File: config.mk
export PLATFORM = sky130hd
export DESIGN_NAME = dsv_line_field_tokenizer_core
export DESIGN_NICKNAME = d
export VERILOG_FILES = /design/src/dlt_pkg.sv /design/src/dlt_parse.sv /design/src/dlt_out_fifo.sv /design/src/dsv_line_field_tokenizer_core.sv
export SDC_FILE = /design/constraint.sdc
export NUM_CORES = 1
export LEC_CHECK = 0
export BUFFER_PORTS_ARGS = -buffer_cell sky130_fd_sc_hd__buf_2
export CAP_MARGIN = 30
export CORE_MARGIN = 3
export CORE_UTILIZATION = 35
export CTS_CLUSTER_DIAMETER = 100
export DETAILED_ROUTE_END_ITERATION = 12
export GPL_TIMING_DRIVEN = 0
export SLEW_MARGIN = 30
export SYNTH_ARGS = -nofsm -noshare
export SYNTH_HDL_FRONTEND = slang
export SYNTH_SLANG_ARGS = --single-unit
File: constraint.sdc
create_clock -name aclk -period 4 [get_ports aclk]
set_clock_uncertainty 0.2 [all_clocks]
set_input_delay 0.2 -clock aclk [delete_from_list [all_inputs] [get_ports aclk]]
set_output_delay 0.2 -clock aclk [all_outputs]
set_load 0.03 [all_outputs]
File: src/dlt_pkg.sv
// ============================================================================
// dlt_pkg
// Shared types and constants for the delimited-text line field tokenizer.
// ============================================================================
package dlt_pkg;

    // Line length limit; the line is truncated after offset MAX_LINE_BYTES-2
    localparam int MAX_LINE_BYTES = 65536;
    localparam logic [15:0] TRUNC_POS = 16'(MAX_LINE_BYTES - 2);

    localparam logic [7:0] QUOTE_BYTE = 8'h22;
    localparam logic [7:0] HASH_BYTE  = 8'h23;

    // Configuration port
    localparam int CFG_ADDR_W = 2;
    localparam int CFG_DATA_W = 16;

    localparam logic [CFG_ADDR_W-1:0] REG_DELIMITER        = 2'd0;
    localparam logic [CFG_ADDR_W-1:0] REG_EXPECTED_COLUMNS = 2'd1;
    localparam logic [CFG_ADDR_W-1:0] REG_STOP_ON_COMMENT  = 2'd2;

    // Input item action
    localparam logic ACT_BYTE = 1'b0;
    localparam logic ACT_EOL  = 1'b1;

    // Result kind
    typedef enum logic [1:0] {
        KIND_FIELD        = 2'd0,
        KIND_LINE_DONE    = 2'd1,
        KIND_COMMENT_SKIP = 2'd2,
        KIND_COMMENT_STOP = 2'd3
    } kind_t;

    typedef struct packed {
        kind_t       kind;
        logic [15:0] column_number;
        logic [15:0] field_begin;
        logic [15:0] field_end;
        logic        parse_failed;
        logic        last;
    } result_t;

    // Results produced by one item, handed to the result queue
    typedef struct packed {
        logic [1:0] count;
        result_t    first;
        result_t    second;
    } push_t;

endpackage

File: src/dlt_parse.sv
// ============================================================================
// dlt_parse
// Input register, line state and per-byte tokenizing logic. Produces up to
// two results per item for the result queue.
// ============================================================================
module dlt_parse (
    input  logic                            aclk,
    input  logic                            aresetn,
    // input beats
    input  logic                            in_valid,
    output logic                            in_ready,
    input  logic                            in_action,
    input  logic [7:0]                      in_byte,
    // configuration writes
    input  logic                            cfg_wr_en,
    input  logic [dlt_pkg::CFG_ADDR_W-1:0]  cfg_addr,
    input  logic [dlt_pkg::CFG_DATA_W-1:0]  cfg_wdata,
    // result queue
    input  logic                            queue_room,
    output dlt_pkg::push_t                  push
);

    // input register
    logic        in_valid_reg;
    logic        in_action_reg;
    logic [7:0]  in_byte_reg;

    // configuration
    logic [7:0]  delim_reg;
    logic [15:0] exp_cols_reg;
    logic        stop_reg;

    // line state
    logic [15:0] byte_pos_reg,  byte_pos_next;
    logic [15:0] col_reg,       col_next;
    logic [15:0] begin_reg,     begin_next;
    logic [15:0] end_reg,       end_next;
    logic        inq_reg,       inq_next;
    logic        pend_reg,      pend_next;
    logic        closed_reg,    closed_next;
    logic        qallow_reg,    qallow_next;
    logic        trunc_reg,     trunc_next;
    logic        comment_reg,   comment_next;

    logic        fire;
    logic        escaped;
    logic        fail;
    logic [15:0] pos_inc;
    logic [16:0] col_plus;
    dlt_pkg::result_t field_res;
    dlt_pkg::result_t done_res;

    // item is processed once the queue can take two results
    assign fire     = in_valid_reg && queue_room;
    assign in_ready = !in_valid_reg || queue_room;

    assign pos_inc  = byte_pos_reg + 16'd1;
    assign col_plus = {1'b0, col_reg} + 17'd1;

    // next state and results
    always_comb begin
        byte_pos_next = byte_pos_reg;
        col_next      = col_reg;
        begin_next    = begin_reg;
        end_next      = end_reg;
        inq_next      = inq_reg;
        pend_next     = pend_reg;
        closed_next   = closed_reg;
        qallow_next   = qallow_reg;
        trunc_next    = trunc_reg;
        comment_next  = comment_reg;
        push          = '0;
        escaped       = 1'b0;

        field_res               = '0;
        field_res.kind          = dlt_pkg::KIND_FIELD;
        field_res.column_number = col_reg;
        field_res.field_begin   = begin_reg;
        field_res.field_end     = end_reg;

        fail = trunc_reg ||
               ((exp_cols_reg != 16'd0) && (col_plus != {1'b0, exp_cols_reg}));
        done_res               = '0;
        done_res.kind          = dlt_pkg::KIND_LINE_DONE;
        done_res.column_number = col_reg;
        done_res.parse_failed  = fail;
        done_res.last          = 1'b1;

        if (fire) begin
            if (in_action_reg == dlt_pkg::ACT_EOL) begin
                // end of line: report, then return to line start
                if (comment_reg) begin
                    push.count      = 2'd1;
                    push.first.kind = stop_reg ? dlt_pkg::KIND_COMMENT_STOP
                                               : dlt_pkg::KIND_COMMENT_SKIP;
                    push.first.last = 1'b1;
                end else if (begin_reg != end_reg) begin
                    push.count  = 2'd2;
                    push.first  = field_res;
                    push.second = done_res;
                end else begin
                    push.count = 2'd1;
                    push.first = done_res;
                end
                byte_pos_next = '0;
                col_next      = '0;
                begin_next    = '0;
                end_next      = '0;
                inq_next      = 1'b0;
                pend_next     = 1'b0;
                closed_next   = 1'b0;
                qallow_next   = 1'b1;
                trunc_next    = 1'b0;
                comment_next  = 1'b0;
            end else if (!comment_reg && !trunc_reg) begin
                if (byte_pos_reg == 16'd0 && in_byte_reg == dlt_pkg::HASH_BYTE) begin
                    comment_next = 1'b1;
                end else begin
                    // pending quote: escape or close
                    if (pend_reg) begin
                        pend_next = 1'b0;
                        if (in_byte_reg == dlt_pkg::QUOTE_BYTE) begin
                            escaped = 1'b1;
                        end else begin
                            inq_next    = 1'b0;
                            closed_next = 1'b1;
                        end
                    end
                    if (!escaped) begin
                        if (in_byte_reg == dlt_pkg::QUOTE_BYTE) begin
                            if (qallow_reg && !inq_next) begin
                                inq_next   = 1'b1;
                                begin_next = pos_inc;
                                end_next   = pos_inc;
                            end else if (inq_next) begin
                                pend_next = 1'b1;
                            end
                        end else if (!inq_next && in_byte_reg == delim_reg) begin
                            if (begin_reg != end_reg) begin
                                push.count      = 2'd1;
                                push.first      = field_res;
                                push.first.last = 1'b1;
                            end
                            closed_next = 1'b0;
                            qallow_next = 1'b1;
                            col_next    = col_reg + 16'd1;
                            begin_next  = pos_inc;
                            end_next    = pos_inc;
                        end else if (!closed_next) begin
                            qallow_next = 1'b0;
                            end_next    = pos_inc;
                        end
                    end
                    if (byte_pos_reg >= dlt_pkg::TRUNC_POS) begin
                        trunc_next = 1'b1;
                    end
                    byte_pos_next = pos_inc;
                end
            end
        end
    end

    // control and state registers
    always_ff @(posedge aclk) begin
        if (!aresetn) begin
            in_valid_reg <= 1'b0;
            delim_reg    <= 8'd44;
            exp_cols_reg <= 16'd0;
            stop_reg     <= 1'b1;
            byte_pos_reg <= '0;
            col_reg      <= '0;
            begin_reg    <= '0;
            end_reg      <= '0;
            inq_reg      <= 1'b0;
            pend_reg     <= 1'b0;
            closed_reg   <= 1'b0;
            qallow_reg   <= 1'b1;
            trunc_reg    <= 1'b0;
            comment_reg  <= 1'b0;
        end else begin
            if (in_ready) begin
                in_valid_reg <= in_valid;
            end
            if (cfg_wr_en) begin
                unique case (cfg_addr)
                    dlt_pkg::REG_DELIMITER:        delim_reg    <= cfg_wdata[7:0];
                    dlt_pkg::REG_EXPECTED_COLUMNS: exp_cols_reg <= cfg_wdata[15:0];
                    dlt_pkg::REG_STOP_ON_COMMENT:  stop_reg     <= cfg_wdata[0];
                    default: ;
                endcase
            end
            byte_pos_reg <= byte_pos_next;
            col_reg      <= col_next;
            begin_reg    <= begin_next;
            end_reg      <= end_next;
            inq_reg      <= inq_next;
            pend_reg     <= pend_next;
            closed_reg   <= closed_next;
            qallow_reg   <= qallow_next;
            trunc_reg    <= trunc_next;
            comment_reg  <= comment_next;
        end
    end

    // input payload
    always_ff @(posedge aclk) begin
        if (in_ready && in_valid) begin
            in_action_reg <= in_action;
            in_byte_reg   <= in_byte;
        end
    end

    // a comment line is never truncated
    assert property (@(posedge aclk) disable iff (!aresetn)
        !(comment_reg && trunc_reg))
        else $error("comment and truncated both set");

    // a pending quote only exists inside a quoted field
    assert property (@(posedge aclk) disable iff (!aresetn)
        pend_reg |-> inq_reg)
        else $error("pending quote outside quotes");

    // end of line returns the line state to its start
    assert property (@(posedge aclk) disable iff (!aresetn)
        (fire && in_action_reg == dlt_pkg::ACT_EOL) |=>
            (byte_pos_reg == 16'd0 && col_reg == 16'd0 && qallow_reg && !comment_reg))
        else $error("line state not cleared at end of line");

endmodule

File: src/dlt_out_fifo.sv
// ============================================================================
// dlt_out_fifo
// Four-entry result queue. Takes up to two results per cycle and presents
// one result beat per cycle on the output side while the receiver is ready.
// ============================================================================
module dlt_out_fifo (
    input  logic              aclk,
    input  logic              aresetn,
    input  dlt_pkg::push_t    push,
    output logic              room,
    output logic              out_valid,
    input  logic              out_ready,
    output dlt_pkg::result_t  out_data
);

    dlt_pkg::result_t mem_reg [4];
    logic [1:0] wr_ptr_reg, wr_ptr_next;
    logic [1:0] rd_ptr_reg, rd_ptr_next;
    logic [2:0] count_reg,  count_next;
    logic       pop;

    assign out_valid = count_reg != 3'd0;
    assign out_data  = mem_reg[rd_ptr_reg];
    assign pop       = out_valid && out_ready;
    // space for the worst case of two results
    assign room      = count_reg <= 3'd2;

    // pointers and fill level
    always_comb begin
        wr_ptr_next = wr_ptr_reg + push.count;
        rd_ptr_next = rd_ptr_reg + {1'b0, pop};
        count_next  = count_reg + {1'b0, push.count} - {2'b00, pop};
    end

    always_ff @(posedge aclk) begin
        if (!aresetn) begin
            wr_ptr_reg <= '0;
            rd_ptr_reg <= '0;
            count_reg  <= '0;
        end else begin
            wr_ptr_reg <= wr_ptr_next;
            rd_ptr_reg <= rd_ptr_next;
            count_reg  <= count_next;
        end
    end

    // entry storage
    always_ff @(posedge aclk) begin
        if (push.count != 2'd0) begin
            mem_reg[wr_ptr_reg] <= push.first;
        end
        if (push.count == 2'd2) begin
            mem_reg[wr_ptr_reg + 2'd1] <= push.second;
        end
    end

endmodule

File: src/dsv_line_field_tokenizer_core.sv
// ============================================================================
// dsv_line_field_tokenizer_core
// Delimited-text line tokenizer with quoted fields, one byte per beat.
// ============================================================================
// Usage:
//   The slave channel carries one line byte per beat (s_tuser = 0) or an
//   end-of-line marker (s_tuser = 1). The master channel returns a result
//   per non-empty field (column, begin and end offset) when its delimiter
//   or the end of line arrives, and a line-done or comment result at end
//   of line. m_tlast marks the final result caused by one input beat.
//   Configuration (delimiter, expected column count, comment mode) is
//   written through cfg_wr_en/cfg_addr/cfg_wdata while the block is idle.
//   An accepted input beat is held in the input register, which feeds
//   the result queue directly; the queue then presents its results.
//   Throughput: one input beat per cycle while the queue has room. An end
//   of line that closes a field yields two result beats, so the output port
//   at one beat per cycle and the four-entry queue set the sustained rate.
//   Reset (aresetn low, synchronous) restores the register defaults,
//   clears the line state and empties the queue.
//   When the receiver stalls, results wait in the queue; input keeps being
//   accepted while the queue has room for two more results.
// ============================================================================
module dsv_line_field_tokenizer_core (
    input  logic                            aclk,
    input  logic                            aresetn,
    // input stream
    input  logic                            s_tvalid,
    output logic                            s_tready,
    input  logic [7:0]                      s_tdata,   // [7:0] byte_value
    input  logic [0:0]                      s_tuser,   // [0] action
    // result stream
    output logic                            m_tvalid,
    input  logic                            m_tready,
    // [15:0] column_number, [31:16] field_begin, [47:32] field_end,
    // [48] parse_failed, [55:49] zero
    output logic [55:0]                     m_tdata,
    output logic [1:0]                      m_tuser,   // [1:0] kind
    output logic                            m_tlast,
    // configuration
    input  logic                            cfg_wr_en,
    input  logic [dlt_pkg::CFG_ADDR_W-1:0]  cfg_addr,
    input  logic [dlt_pkg::CFG_DATA_W-1:0]  cfg_wdata
);

    dlt_pkg::push_t   push;
    dlt_pkg::result_t head;
    logic             queue_room;

    dlt_parse u_parse (
        .aclk       (aclk),
        .aresetn    (aresetn),
        .in_valid   (s_tvalid),
        .in_ready   (s_tready),
        .in_action  (s_tuser[0]),
        .in_byte    (s_tdata),
        .cfg_wr_en  (cfg_wr_en),
        .cfg_addr   (cfg_addr),
        .cfg_wdata  (cfg_wdata),
        .queue_room (queue_room),
        .push       (push)
    );

    dlt_out_fifo u_out_fifo (
        .aclk      (aclk),
        .aresetn   (aresetn),
        .push      (push),
        .room      (queue_room),
        .out_valid (m_tvalid),
        .out_ready (m_tready),
        .out_data  (head)
    );

    // result beat packing
    assign m_tdata = {7'd0, head.parse_failed, head.field_end,
                      head.field_begin, head.column_number};
    assign m_tuser = head.kind;
    assign m_tlast = head.last;

endmodule

==> flow_summary.yaml <==
outcome:
  outcome: "complete, no violations"
yosys:
  synth_top_area_share_pct: 32.8
  yosys_warnings: 0
  synth_edf_count: 85
  synth_common_cells: "dfxtp_1, nand2_1, a22o_1"
  synth_area_leaders: "dfxtp_1, edfxtp_1, mux4_2"
  synth_area_mm2: 0.0144
  synth_top_cell_by_area: "dfxtp_1"
  synth.most_common_cell: "dfxtp_1"
  syn_inst: 1305
  synthArstFlopShare_pct: 0
  yosys.cell_types.count: 77
  avgSynthCellArea_um2: 11.0
  synth.yosys.seq_area_share_pct: 50.5
  yosys_register_bits: 320
  synth_ff_type: "dfxtp_1"
sta:
  max_freq_mhz: 262
  rsz0062_at_grt: "false"
  relSlewSlack_pct: 40.5
  setup_viol: 0
  timing.final.hold_violations: 0
  min_period_over_period_pct: 95.3
  tns_ns: 0
  period_needed_ns: 3.81
  holdWs_ns: 0.0918
  drv_slew: 0
  worstMarginPinSlew_ns: 0.885
finish:
  largest_register_ffs: 208
  num-nets-final: 1508
  area_delta_synth_final_pct: 19.0
  fin_util_pct: 42.6
  diodes: 0
  drive_gt1_share_pct: 17.9
  design_area_mm2: 0.0171
global_route:
  antenna_found_initial: 0
  grt_start_max_net_pins: 20
  grt_usage_pct: 18.3
  grt_pass1_vias: 10821
  grt_overflow: 0
  grt_pass1_wl_mm: 63.5
hold_path:
  hold_class: "input pin to flip-flop"
placed_design:
  dp_hpwl_mm: 28.9
  placed_cell_area_mm2: 0.0155
  numPortBuffers: 84
  gp_congestion: 0.932
route:
  drt_pre_antenna_iters: 5
  ant_nets: 0
  viasPerCell: 5.45
  vias: 10995
  wl_mm: 40.5
  drt_iter0_drc: 883
  drc: 0
  post_drt_wl_per_cell_um: 20.1
floorplanning:
  top_level_ports: 93
  rows: 73
  die_w_um: 209
  die_area_mm2: 0.0435
  start_util_pct: 35.8
  die_h_um: 209
  fp.coreArea_mm2: 0.0401
clocking:
  clkSlewWorstSetupHoldPaths_ns: 0.06
  cts-root-buf: "clkbuf_16"
  cts_buffers: 36
  cts_htree_levels: 2
  clock_sinks: 320
  worstSkewPairLatency_ns: 0.52
  cts_tree: "done"
  cts.path.max_buffers: 3
setup_path:
  critPathMostFrequentCell: "clkbuf_1"
  critPathRequiredTime_ns: 3.60
  arrival_ns: 3.41
  path_class: "flip-flop to primary output"
  slowest_delay_ns: 0.72
  crit_chain: "clkbuf_1 -> buf_1 -> clkbuf_1 -> mux4_2 -> buf_2"
  cp_slowest_cell: "clkbuf_1"
  end_kind: "primary output"
  crit_path_max_fanout: 10
  cp-start-kind: "flip-flop"
power:
  vdd_drop_max_mv: 0.285
  power.density_mw_per_mm2: 493
  leakage_nw: 6.31
run:
  drv_cap: 0
## metal layers
metal  up-vias  wire length, µm  share of wire, %  global-route usage, %
met1      5410            18500                46                   26.0
li1       5158                -                 -                      -
met4         0              895               2.2                   5.20
met3        59             2440               6.0                   3.06
met5         -                0                 0                      0
met2       368            18700                46                   28.9
## where the power goes
| group | leakage, nW | internal [mW] | total, mW | switching, mW |
|---|---|---|---|---|
| combinational | 3.04 | 0.533 | 1.47 | 0.940 |
| clock | 0.629 | 2.16 | 3.48 | 1.32 |
| sequential | 2.64 | 3.41 | 3.47 | 0.0659 |
## worst max-delay path, delay by kind of cell, from the launching register on
kind     cells  cell delay, ns
mux          1            0.47
buf+inv      4            2.09
flops        1            0.31
## kinds of logic after synthesis
| logic type | Yosys count | share of synthesized area, % |
|---|---|---|
| and+or+nand+nor | 415 | 15.5 |
| xor gates and xnor gates | 60 | 3.66 |
| adders and majority gates | 10 | 0.924 |
| AOI/OAI and AO/OA | 279 | 14.4 |
| DFF | 320 | 50.5 |
| other | 1 | 0.0261 |
| muxes | 94 | 11.1 |
| buffers and inverters | 126 | 3.85 |
## layout make-up
type                            count  area, µm²
Fill cell                        3720      23000
Multi-Input combinational cell    865       6590
Tap cell                          525        657
Timing Repair Buffer              117        761
Inverter                           21       78.8
Clock buffer                       56       1140
Sequential cell                   320       7260
Clock inverter                     10        138
Buffer                            105        478
## cells in the final DEF, fill, tap and decap left out, types with 9 or more instances in the layout
| master | instances |
|---|---|
| mux2i_1 | 41 |
| nor4_1 | 14 |
| clkbuf_16 | 39 |
| and4_1 | 9 |
| xnor2_1 | 31 |
| o21ai_0 | 30 |
| ha_1 | 9 |
| nor2_1 | 67 |
| clkbuf_8 | 10 |
| dlygate4sd3_1 | 29 |
| mux4_2 | 52 |
| a21oi_1 | 67 |
| nor3_1 | 15 |
| and2_1 | 22 |
| edfxtp_1 | 85 |
| buf_4 | 10 |
| inv_1 | 16 |
| nand3_1 | 25 |
| buf_1 | 9 |
| clkbuf_1 | 65 |
| and3_1 | 24 |
| nand4_1 | 22 |
| nand2_1 | 133 |
| xor2_1 | 29 |
| a22o_1 | 124 |
| nor2b_1 | 31 |
| buf_2 | 109 |
| or3_1 | 9 |
| dfxtp_1 | 235 |
## path summary, 6_finish.rpt
kind,slack [ns],from,end,cells after the start
setup / recovery,0.19,u_out_fifo.rd_ptr_reg[1],m_tdata[5],5
hold / removal,0.09,m_tready,u_out_fifo.rd_ptr_reg[0],4
setup reg to reg,0.27,u_parse.byte_pos_reg[0],u_out_fifo.mem_reg[2][34],9
hold reg to reg,0.27,u_out_fifo.mem_reg[1][51],u_out_fifo.mem_reg[1][51],1
## metrics by stage
stage | total power, mW | cells | setup slack (ns)
after floorplan | 4.55 | 1311 | 0.796
after global placement | 4.97 | 1920 | 0.139
after detailed placement | 4.98 | 1920 | 0.106
after CTS | 8.48 | 2015 | 0.0678
after global routing | 8.74 | 2019 | 0.0160
final | 8.43 | 2019 | 0.189
## repair_timing
item | CTS | global route
gates resized for setup | 0 | 1
endpoints found under the hold margin | 35 | 0
hold buffers | 29 | 0
buffers inserted | 0 | 3
endpoints found under the setup margin | 0 | 1
Power figures use the tool's default switching activity.
